===== src/rtl/tnac_div.sv =====
// Pipelined restoring divider, one quotient bit per stage.
// Quotient must fit in Q_W bits. No dependencies.
`default_nettype none
module tnac_div #(
  parameter int NUM_W = 49,
  parameter int DEN_W = 33,
  parameter int Q_W   = 17
) (
  input  wire logic             clk,
  input  wire logic             en,
  input  wire logic [NUM_W-1:0] num,
  input  wire logic [DEN_W-1:0] den,
  output logic      [Q_W-1:0]   quo
);

  localparam int WW = DEN_W + Q_W;

  logic [WW-1:0]    rem_r [Q_W];
  logic [DEN_W-1:0] den_r [Q_W];
  logic [Q_W-1:0]   quo_r [Q_W];

  for (genvar j = 0; j < Q_W; j++) begin : g_st
    localparam int B = Q_W - 1 - j;
    logic [WW-1:0]    rem_i;
    logic [WW-1:0]    trial;
    logic [DEN_W-1:0] den_i;
    logic [Q_W-1:0]   quo_i;

    if (j == 0) begin : g_first
      assign rem_i = WW'(num);
      assign den_i = den;
      assign quo_i = '0;
    end else begin : g_next
      assign rem_i = rem_r[j-1];
      assign den_i = den_r[j-1];
      assign quo_i = quo_r[j-1];
    end

    assign trial = WW'(den_i) << B;

    always_ff @(posedge clk) begin
      if (en) begin
        den_r[j] <= den_i;
        if (rem_i >= trial) begin
          rem_r[j] <= rem_i - trial;
          quo_r[j] <= quo_i | (Q_W'(1) << B);
        end else begin
          rem_r[j] <= rem_i;
          quo_r[j] <= quo_i;
        end
      end
    end
  end

  assign quo = quo_r[Q_W-1];

endmodule
`default_nettype wire


===== config.mk =====
export PLATFORM = sky130hd
export DESIGN_NAME = tnac_div
export DESIGN_NICKNAME = d
export VERILOG_FILES = /design/src/rtl/tnac_div.sv
export SDC_FILE = /design/constraint.sdc
export NUM_CORES = 2
export LEC_CHECK = 0
export ABC_AREA = 1
export BUFFER_PORTS_ARGS = -buffer_cell sky130_fd_sc_hd__buf_2
export CAP_MARGIN = 20
export CORE_ASPECT_RATIO = 1.5
export CORE_UTILIZATION = 35
export CTS_BUF_LIST = sky130_fd_sc_hd__clkbuf_8
export CTS_CLUSTER_SIZE = 16
export DETAILED_ROUTE_END_ITERATION = 6
export SLEW_MARGIN = 10
export SYNTH_ARGS = -nofsm -noshare
export SYNTH_HDL_FRONTEND = slang
export SYNTH_SLANG_ARGS = --single-unit

===== constraint.sdc =====
create_clock -name clk -period 4.3 [get_ports clk]
set_clock_uncertainty 0.2 [all_clocks]
set_input_delay 0.86 -clock clk [delete_from_list [all_inputs] [get_ports clk]]
set_output_delay 0.86 -clock clk [all_outputs]
set_load 0.01 [all_outputs]

Word level (Yosys, flattened, before mapping). Memory sizes are Yosys's and may differ from the RTL's. Cells that the tools add are included.

Bits in registers: 0. Memory bits (writable): 1700. Bits of input ports: 84. Output and inout bits: 17. Word-level logic and storage cells: 209. Memories kept: 3.

$add $sub $neg: 17. $lt $le $gt $ge: 17. Mux-type cells: 138. Bitwise operators: 34.

Memory list: rem_r (words 17, bits a word 50, rd ports 16, clocked after Yosys merged registers in 0, wr ports 17, line 18) `logic [WW-1:0] rem_r [Q_W];`; den_r (words 17, bits a word 33, rd ports 16, clocked after Yosys merged registers in 0, wr ports 17, line 19) `logic [DEN_W-1:0] den_r [Q_W];`; quo_r (words 17, bits a word 17, rd ports 17, clocked after Yosys merged registers in 0, wr ports 17, line 20) `logic [Q_W-1:0] quo_r [Q_W];`.

Operator list (number): two-way mux 50 bit (17); two-way mux 17 bit (17); two-way mux 1 bit (104); >= comparator 50 x 33 -> 1 bit (1); >= comparator 50 x 34 -> 1 bit (1); >= comparator 50 x 35 -> 1 bit (1); >= comparator 50 x 36 -> 1 bit (1); >= comparator 50 x 37 -> 1 bit (1); >= comparator 50 x 38 -> 1 bit (1); >= comparator 50 x 39 -> 1 bit (1); >= comparator 50 x 40 -> 1 bit (1); >= comparator 50 x 41 -> 1 bit (1); >= comparator 50 x 42 -> 1 bit (1); >= comparator 50 x 43 -> 1 bit (1); >= comparator 50 x 44 -> 1 bit (1); >= comparator 50 x 45 -> 1 bit (1); >= comparator 50 x 46 -> 1 bit (1); >= comparator 50 x 47 -> 1 bit (1); >= comparator 50 x 48 -> 1 bit (1); subtractor 49 x 49 -> 50 bit (1); subtractor 50 x 33 -> 50 bit (1); subtractor 50 x 34 -> 50 bit (1); subtractor 50 x 35 -> 50 bit (1); subtractor 50 x 36 -> 50 bit (1); other kinds (14) (47).

Longest topological paths before layout. An unclocked memory read counts as a cell.

Word-level depth: 6. Depth in mapped cells: 18. Depth with buffers taken out: 17.

Worst setup path after synthesis. OpenSTA, ideal clock, no wires.

Path type: input to register. Start: input port en. End: memory quo_r[14][10] (enable). Library setup time: 446 ps. Arrival time: 3104 ps. Required time: 3654 ps. Path slack: 551 ps. Cell stages on the path: 3. Path buffers: 3. Cell sequence: buf_2 clkbuf_1 clkbuf_1.

RTL lines: start: declaration (line 10) `input wire logic en,`; end: declaration (line 20).

==> impl_results.md <==
- Status: complete, but fails checks
- Failing checks: negative setup slack
- Leakage Power: about 0.06 µW
- Adder-Cell Fraction of Synth Area: 0.06999
- Post-synthesis compound-gate area fraction: 0.04167
- Clk buf depth: 4
- Setup violators final: 2
- Routed vias/inst: just over 5
- Largest net degree at the start of global routing: around 160
- HPWL after detailed placement: 446300 µm
- Most common cell after layout, fill and taps aside: nand2_1
- Die height: around 670 µm
- Die X-Extent: 448.9 µm
- PwrDens: a little under 700 nW/µm²
- Final hold violations: 0
- CTS HTree Levels: 5
- Main synth FF type: edfxtp_1
- Synth-to-layout area growth: 12.89%
- Count of pins over their slew limit: 0
- Synth unique cells: 53
- Placed cell count: between 15000 and 20000
- Crit share post-route: 1.021
- FF/Latch Area: about 44000 µm²
- Post-Synth XOR/XNOR Area: 0.02781
- Number of synthesized register bits: around 1500
- F_max: 227.8 MHz
- WP data arrival: 4970 ps
- First-pass GRT wire length: ~770000 µm
- Post-route setup slack: -88.99 ps
- IO Pins: ~100
- Crit Path Class: reg2reg
- Post-synthesis mux area share: 0
- Most frequent cells in the layout: nand2_1 (5562), inv_1 (2970), edfxtp_1 (1481)
- R2R Setup Slk: -90 ps
- Multi-input logic area: 48340 µm²
- # Max-Cap Violations: 0
- Nets: about 16000
- Die area: 301800 µm²
- Vias post-DR: a little under 100k
- Core area: about 300000 µm²
- Max FO, Critical Path: 4
- Worst Path Required: ~4900 ps
- Worst skew pair latency: 1080 ps
- Tmin final: 4389 ps
- Sequential fraction of the synthesis area: 0.4241
- # port buffers: 100
- Synth Instances: 14570
- Post-route cell area: 118400 µm²
- Hold Crit Class: in2reg
- Mapped Area: roughly 100000 µm²
- Row count: ~250
- Hold Slack: around 14 ps
- Placed Area: 111900 µm²
- WL final: 553000 µm
- CP endpoint kind: flop
- 1st-iter DRT viols: roughly 6500
- Maximum vdd drop: roughly 0.27 mV
- Starting Density: 0.3527
- Post-synthesis async set-or-reset flop share: 0
- Syn. warnings: 0
- ANT nets after route: 0
- Final core occ: 0.3981
- DRT Pass-1 Iters: 7
- Main combinational cell family by area after synthesis: simple AND/OR/NAND/NOR gates
- Syn Area/Cell: 7.199 µm²
- CTS clk-pin slew, worst paths: around 70 ps
- Initial antenna violation count: 97
- CTS tree: built
- Wire per inst: roughly 28 µm
- Clock root buffer: clkbuf_8
- Number of synthesized flops with an enable pin: between 1000 and 1500
- Simple-gate share of the synthesized area: 0.3208
- CTS sink cnt: 1481
- Total GRT Usage: 0.3760
- Layout cells sized above 1: 0.06452
- Grt ovf: 0
- Routability congestion estimate: approximately 1.1
- Worst-margin pin slew: 1169 ps
- Startpoint types: flop
- CTS buffer count: ~270
- Relative slew slack: 0.2190
- DRC violations left: 0
- Final instance count without filler cells: a little under 20000
- Vias in the first global route: about 100k
- Post-Syn Nets: 15230
- Filler cells: 32030
- Total power: 80630 µW
## Yosys cell counts, types with 3 or more instances
cell      instances  area share
nand2_1        5568        0.20
inv_1          2931        0.10
edfxtp_1       1481        0.42
nor2_1         1252       0.045
nand3_1         866       0.041
ha_1            561       0.067
a21oi_1         479       0.023
xor2_1          273       0.023
o21ai_0         220       0.010
nor3_1          142      0.0068
nand3b_1        109      0.0078
nand4_1          82      0.0049
xnor2_1          60      0.0050
buf_2            56      0.0027
nor2_2           41      0.0024
o21bai_1         41      0.0029
inv_2            36      0.0013
nor4_1           34      0.0020
or2_2            34      0.0020
buf_4            32      0.0023
buf_6            32      0.0034
and2_1           28      0.0017
nand2_2          26      0.0016
a21oi_2          22      0.0018
clkbuf_1         21     0.00075
and3_1           16     0.00095
fa_1             16      0.0031
a21boi_0         12     0.00086
nand2b_1         12     0.00072
nand3_2          11      0.0011
o21a_1           11     0.00079
nand2_4          10      0.0011
o21ai_1          10     0.00048
nor2_4            6     0.00064
nor3_2            6     0.00057
a21o_1            5     0.00036
a21oi_4           3     0.00047
nor3b_1           3     0.00021
## kinds of logic (layout without fill, tap and decap cells)
logic type	count (synthesis)	after routing
buf+inv	3112	3921
simple gates	8254	8254
other cells	0	98
xor+xnor	333	333
flops	1481	1481
fa+ha+maj	577	577
compound gates	809	809
## final timing paths
path                                      to  cells past startpoint     startpoint
worst min register to register  quo_r[13][5]                      0   quo_r[12][5]
worst max-delay path            rem_r[8][46]                     11  den_r[0][251]
worst min-delay path            rem_r[0][47]                      3        num[47]
worst max register to register  rem_r[8][46]                     11  den_r[0][251]
## power by group
part           internal [µW]  total (µW)  switching [µW]  leakage (µW)
sequential             20500       23300            2830        0.0143
combinational          11800       43600           31900        0.0428
clock                   6930       13700            6770       0.00269
## per-stage QoR
stage / setup TNS, ps / setup WS (ps)
4_1_cts: 0 / 520.4
3_3_place_gp: 0 / 346.4
3_5_place_dp: 0 / 368.2
5_1_grt: -6.023 / -6.023
2_1_floorplan: 0 / 550.5
6_report: -91.96 / -88.99
## critical path, stage by stage, from the launching register on
cell      delay [ps]
edfxtp_1         880
inv_1            100
ha_1             380
nand2_1          190
nor2_1           120
nand2_1          240
inv_1             70
nand2_1          610
nand3_1          540
a21oi_1          570
nand2b_1         170
nand2_1           40
## registers in the layout, indices dropped and copies added (netlist names)
name   count
quo_r    153
den_r    528
rem_r    800
## repair_timing
action	CTS	global route
hold endpoints to repair	79	0
resized for setup	0	7
setup endpoints to repair	0	40
buffers inserted	0	3
hold buffers	79	0
## layer usage
layer	vias to the layer above	wire (µm)	global-route usage
met5	-	211	0.002232
met4	30	92920	0.5102
met3	2792	31180	0.1371
met2	4131	295500	0.6913
met1	45430	133200	0.2447
li1	46810	-	-
## cell type report
type                            count  share of cell area
Multi-Input combinational cell   9973              0.4084
Sequential cell                  1481              0.3757
Inverter                         2969             0.09418
Tap cell                         3952             0.04177
Timing Repair Buffer              490             0.03512
Clock buffer                      274             0.03186
Clock inverter                    188             0.01094
Antenna cell                       98            0.002072
Power figures use the tool's default switching activity.
