`src/rtl/tnac_sqrt.sv`:
```
// Pipelined integer square root, one result bit per stage.
// No dependencies.
`default_nettype none
module tnac_sqrt #(
  parameter int IN_W = 64,
  localparam int R_W = IN_W / 2
) (
  input  wire logic            clk,
  input  wire logic            en,
  input  wire logic [IN_W-1:0] din,
  output logic      [R_W-1:0]  root
);

  logic [IN_W-1:0] rem_r  [R_W];
  logic [R_W-1:0]  root_r [R_W];

  for (genvar j = 0; j < R_W; j++) begin : g_st
    localparam int B = R_W - 1 - j;
    logic [IN_W-1:0] rem_i;
    logic [R_W-1:0]  root_i;
    logic [IN_W:0]   trial;

    if (j == 0) begin : g_first
      assign rem_i  = din;
      assign root_i = '0;
    end else begin : g_next
      assign rem_i  = rem_r[j-1];
      assign root_i = root_r[j-1];
    end

    assign trial = ((IN_W+1)'(root_i) << (B + 1)) | ((IN_W+1)'(1) << (2 * B));

    always_ff @(posedge clk) begin
      if (en) begin
        if ({1'b0, rem_i} >= trial) begin
          rem_r[j]  <= rem_i - IN_W'(trial);
          root_r[j] <= root_i | (R_W'(1) << B);
        end else begin
          rem_r[j]  <= rem_i;
          root_r[j] <= root_i;
        end
      end
    end
  end

  assign root = root_r[R_W-1];

endmodule
`default_nettype wire

```
`config.mk`:
```
export PLATFORM = sky130hd
export DESIGN_NAME = tnac_sqrt
export DESIGN_NICKNAME = d
export VERILOG_FILES = /design/src/rtl/tnac_sqrt.sv
export SDC_FILE = /design/constraint.sdc
export NUM_CORES = 2
export LEC_CHECK = 0
export BUFFER_PORTS_ARGS = -buffer_cell sky130_fd_sc_hd__buf_2
export CAP_MARGIN = 20
export CELL_PAD_IN_SITES_DETAIL_PLACEMENT = 1
export CELL_PAD_IN_SITES_GLOBAL_PLACEMENT = 2
export CORE_MARGIN = 1
export CORE_UTILIZATION = 49
export DETAILED_ROUTE_END_ITERATION = 8
export GPL_ROUTABILITY_DRIVEN = 0
export PLACE_DENSITY = 0.9
export SETUP_SLACK_MARGIN = 0.3
export SYNTH_ARGS = -nofsm -noshare
export SYNTH_HDL_FRONTEND = slang
export SYNTH_SLANG_ARGS = --single-unit
```
`constraint.sdc`:
```
create_clock -name clk -period 13.3 [get_ports clk]
set_input_delay 1.995 -clock clk [delete_from_list [all_inputs] [get_ports clk]]
set_output_delay 1.995 -clock clk [all_outputs]
set_load 0.03 [all_outputs]
```
* After elaboration in Yosys (flattened, before gate mapping)
Memory sizes are Yosys's and may differ from the RTL's.
Cells that the tools add are included.
** Operators by class
- Divide/modulo/power cells :: 0
- $lt $le $gt $ge :: 32
- Multiply operators :: 0
- Reductions and logical operators :: 0
- Bitwise logic cells :: 64
- Mux-type cells :: 256
- Shifts and indexed selects :: 0
- Equality and inequality tests :: 0
- Add/subtract/negate cells :: 32
** Operators with widths (number)
- 64-bit 2-to-1 mux :: 32
- 32-bit 2-to-1 mux :: 32
- 1-bit 2-to-1 mux :: 192
- 64-bit by 33-bit greater-or-equal comparator with 1-bit output :: 1
- 64-bit by 34-bit greater-or-equal comparator with 1-bit output :: 1
- 64-bit by 35-bit greater-or-equal comparator with 1-bit output :: 1
- 64-bit by 36-bit greater-or-equal comparator with 1-bit output :: 1
- 64-bit by 37-bit greater-or-equal comparator with 1-bit output :: 1
- 64-bit by 38-bit greater-or-equal comparator with 1-bit output :: 1
- 64-bit by 39-bit greater-or-equal comparator with 1-bit output :: 1
- 64-bit by 40-bit greater-or-equal comparator with 1-bit output :: 1
- 64-bit by 41-bit greater-or-equal comparator with 1-bit output :: 1
- 64-bit by 42-bit greater-or-equal comparator with 1-bit output :: 1
- 64-bit by 43-bit greater-or-equal comparator with 1-bit output :: 1
- 64-bit by 44-bit greater-or-equal comparator with 1-bit output :: 1
- 64-bit by 45-bit greater-or-equal comparator with 1-bit output :: 1
- 64-bit by 46-bit greater-or-equal comparator with 1-bit output :: 1
- 64-bit by 47-bit greater-or-equal comparator with 1-bit output :: 1
- 64-bit by 48-bit greater-or-equal comparator with 1-bit output :: 1
- 64-bit by 49-bit greater-or-equal comparator with 1-bit output :: 1
- 64-bit by 50-bit greater-or-equal comparator with 1-bit output :: 1
- 64-bit by 51-bit greater-or-equal comparator with 1-bit output :: 1
- 64-bit by 52-bit greater-or-equal comparator with 1-bit output :: 1
- 64-bit by 53-bit greater-or-equal comparator with 1-bit output :: 1
- 44 further kinds :: 107
** Storage, ports and cells
- Bits of input ports :: 66
- Output and inout bits :: 32
- Bits in latches :: 0
- Memories :: 2
- RAM bits :: 3072
- Logic and storage cells :: 386
- Register bits :: 0
- ROM bits :: 0
** Memory list
- rem_r :: words 32, bits a word 64, read ports 31, clocked after memory_dff 0, write ports 32, line 14 : logic [IN_W-1:0] rem_r [R_W];
- root_r :: words 32, bits a word 32, read ports 32, clocked after memory_dff 0, write ports 32, line 15 : logic [R_W-1:0] root_r [R_W];

* Depth between registers and ports, before layout
An unclocked memory read counts as a cell.
- Depth after elaboration :: 6
- Mapped depth :: 15
- Gate-level depth less buffers :: 13

* Worst setup path after synthesis
OpenSTA, ideal clock, no wires.
- Path type :: in2reg
- From :: input port en
- To :: memory rem_r[27][0], in the netlist rem_r[1][704], enable pin
- Stages :: 4
- Buffers on the path :: 4
- Path slack :: 7.463 ns
- Data arrival time :: 5.354 ns
- Path through :: clkbuf_1 > clkbuf_1 > clkbuf_1 > clkbuf_1
** RTL lines
- start: declaration :: line 9 : input wire logic en,
- end: declaration :: line 14

==> impl_results.md <==
- Reg clk slew, reported paths: 0.06 ns
- Placed instance count: 13,000
- Top FF cell, synth: edfxtp_1
- Post-cts resize count: 0
- WP data arrival: 6.17 ns
- Largest net degree at the start of global routing: 211
- Post-Route WL: 355 mm
- Slew HR: 17.7%
- Crit path launch type: input pin
- Layout cells sized above 1: 7.19%
- Slew Limit Fails: 0
- Final Non-Filler Cells: 13,500
- Sum Neg Setup Slack: 0 ns
- Initial antenna violation count: 16
- CTS sink count: 2,512
- Skew-Pair Late Insertion Delay: 1.01 ns
- Status: completed
- Initial DRC count: 8,143
- Unrepaired setup endpoints after global routing: no
- Cells after synthesis: 9,800
- Layout Skew: 0.105 ns
- Die Y: 500 um
- Area share of the largest cell type after synthesis: 62.0%
- Max Root-Sink Buffers: 4
- Reg2reg path depth: 11
- Area delta synth->final: 11.3%
- Drt wl/cell: 26.2 um
- GRT overflow: 0
- Tightest Pin Transition: 1.22 ns
- # rows: 182
- Combinational fraction of design power: 21.4%
- Pwr per Cell Area: 178 nW/um^2
- DIE WIDTH: 500 um
- Num CTS Buffers: 287
- Post-synthesis average cell area: 12.4 um^2
- Max FO, Critical Path: 210
- Synth Net Count: 10,400
- Clock power share: 32.7%
- Final ANT Viol Nets: 0
- Worst hold path depth: 0
- Pwr Total: 24.1 mW
- Nets: 10,600
- Max-Cap Viols: 0
- Final Setup Violations: 0
- Distinct cells, synth: 86
- Seq pwr share: 45.9%
- H-tree levels: 5
- Post-synthesis async set-or-reset flop share: 0%
- Period utilisation layout: 42.5%
- CP required: 13.82 ns
- Post-CTS Repair Setup Buffers: 0
- Gr usage total: 28.1%
- Fin crit period: 5.65 ns
- Sequential share of the synthesized area: 62.0%
- Core area: 246,000 um^2
- Cts hold-fix bufs: 0
- Yosys reg bits: 2,512
- Internal power: 16.7 mW
- CTS tree: built
- Residual DRC: 0
- Via count: 82,000
- Hold Violations, Final: 0
- Switching Fraction: 30.7%
- DR vias/cell: 6.06
- Initial Util: 49.3%
- Hold Path Class: reg -> reg
- Yosys warnings: 0
- WS Path Type: in -> reg
- Max Freq: 177 MHz
- Vias in the first global route: 84,800
- HPWL reported at the end of detailed placement: 260 mm
- PortBufs: 97
- Switching Power: 7.39 mW
- Number of synthesized flops with an enable pin: 2,512
- Pleak: 50.5 nW
- Io pins: 98
- Peak VDD IR: 154 uV
- Drt pass-1 iters: 6
- Crit end category: register
- Yosys top cell by area: edfxtp_1
- Mapped Area: 122,000 um^2
- Clk root buf: clkbuf_16
- First-pass GRT wire length: 534 mm
- Synth area leaders: edfxtp_1 62%, ha_1 5.7%, xnor2_1 3.3%, xor2_1 3.2%, nand2_1 2.4%
- Die footprint: 250,000 um^2
flip-flops by register name, indices dropped and copies added, names as in the netlist:
signal  flops
root_r    528
rem_r    1984
placed cells by master (no fill, tap or decap), types with 26 or more instances in the layout:
cell and n:
nor3b_1 30, bufinv_16 32, nand3_1 159, clkbuf_1 43, mux2_2 77, a211o_1 26, clkinv_2 38, o21a_1 93
or4_1 72, nand2_1 787, nand4b_1 38, or2_2 43, nand2b_1 118, xor2_1 438, o21bai_1 51, buf_2 101
a31oi_1 58, clkbuf_16 297, xnor2_1 456, o31ai_1 35, or3_1 103, a21oi_1 488, buf_4 65, and3_1 46
edfxtp_1 2512, nor4b_1 72, o21ai_0 546, a211oi_1 53, nor2_1 538, nor2b_1 67, clkinv_1 63, inv_1 685
and2_1 27, nor4_1 354, nand4_1 162, nor3_1 281, a21o_1 254, nand3b_1 28, ha_1 558
cells by family after synthesis:
family	count (synthesis)	share of synthesized area [%]
multiplexers	88	0.804
XOR/XNOR	894	6.44
flip-flops	2512	62.0
AND/OR/NAND/NOR	2989	12.7
buffers and inverters	930	2.89
AO/OA/AOI/OAI	1829	9.35
adder cells (fa/ha/maj)	558	5.74
final cells by class:
class | instances | area (um^2)
antenna | 3 | 7.51
clock buffer | 340 | 7590
clock inverter | 153 | 1590
fill | 24900 | 111000
inverter | 686 | 2570
multi-input combinational | 6358 | 42700
sequential | 2512 | 75400
tap | 3312 | 4140
timing repair buffer | 178 | 1210
stage by stage:
step | area [um^2] | hold slack, ns | setup WS [ns] | utilization [%]
floorplan | 122000 | 0.417 | 7.46 | -
global placement | 126000 | 0.426 | 7.05 | 51.1
detailed placement | 126000 | 0.428 | 6.86 | 51.1
CTS | 135000 | 0.424 | 7.79 | 54.8
global route | 135000 | 0.443 | 7.47 | 54.9
finish | 135000 | 0.431 | 7.65 | 54.9
power by group through the flow:
stage	Sequential (mW)	Clock [mW]	Combinational (mW)
finish	11.1	7.89	5.16
global route	11.1	8.20	5.63
CTS	11.0	7.99	5.06
detailed placement	11.2	0	4.96
global placement	11.1	0	4.75
floorplan	10.7	0	3.68
path summary, 6_finish.rpt:
kind,from,endpoint,slack (ns)
worst max-delay path,en,rem_r[0][446],7.65
worst min-delay path,rem_r[0][470],rem_r[0][534],0.43
worst max register to register,rem_r[1][783],rem_r[1][885],7.81
worst min register to register,rem_r[0][470],rem_r[0][534],0.43
critical path, cell delays in order:
cell    delay (ns)
buf_12        0.25
buf_4         0.53
buf_4         0.52
buf_12        0.67
buf_12        0.87
buf_4         0.94
synth_stat cells (13+ instances only):
| library cell | number |
|---|---|
| clkbuf_1 | 220 |
| and2_1 | 27 |
| a31oi_1 | 59 |
| o31ai_1 | 36 |
| nand4_1 | 162 |
| xor2_1 | 438 |
| ha_1 | 558 |
| nand2b_1 | 118 |
| nor3b_1 | 31 |
| nor2b_1 | 68 |
| nand4b_1 | 38 |
| o21bai_1 | 51 |
| o21ai_0 | 546 |
| buf_2 | 15 |
| o21a_1 | 93 |
| a211o_1 | 26 |
| a211oi_1 | 55 |
| nor4b_1 | 72 |
| a31o_2 | 13 |
| o211ai_1 | 25 |
| mux2_2 | 77 |
| xnor2_1 | 456 |
| a21o_1 | 254 |
| nor3_1 | 283 |
| a21oi_1 | 488 |
| a311oi_1 | 13 |
| a2111oi_0 | 18 |
| nand3b_1 | 28 |
| nor2_1 | 539 |
| inv_1 | 686 |
| or4_1 | 72 |
| or2_2 | 43 |
| a21boi_0 | 17 |
| and3_1 | 47 |
| and4_1 | 19 |
| o31a_1 | 13 |
| edfxtp_1 | 2512 |
| nand2_1 | 787 |
| or3_1 | 103 |
| nand3_1 | 159 |
| nor4_1 | 354 |
metal layers:
layer  wire [um]  up-vias  track usage, %
li1            -    37100               -
met5          41        -               0
met4       13400        6            10.3
met2      166000     2949            45.2
met1      149000    41300            37.8
met3       26900      678            5.29
(Power assumes the default switching activity.)
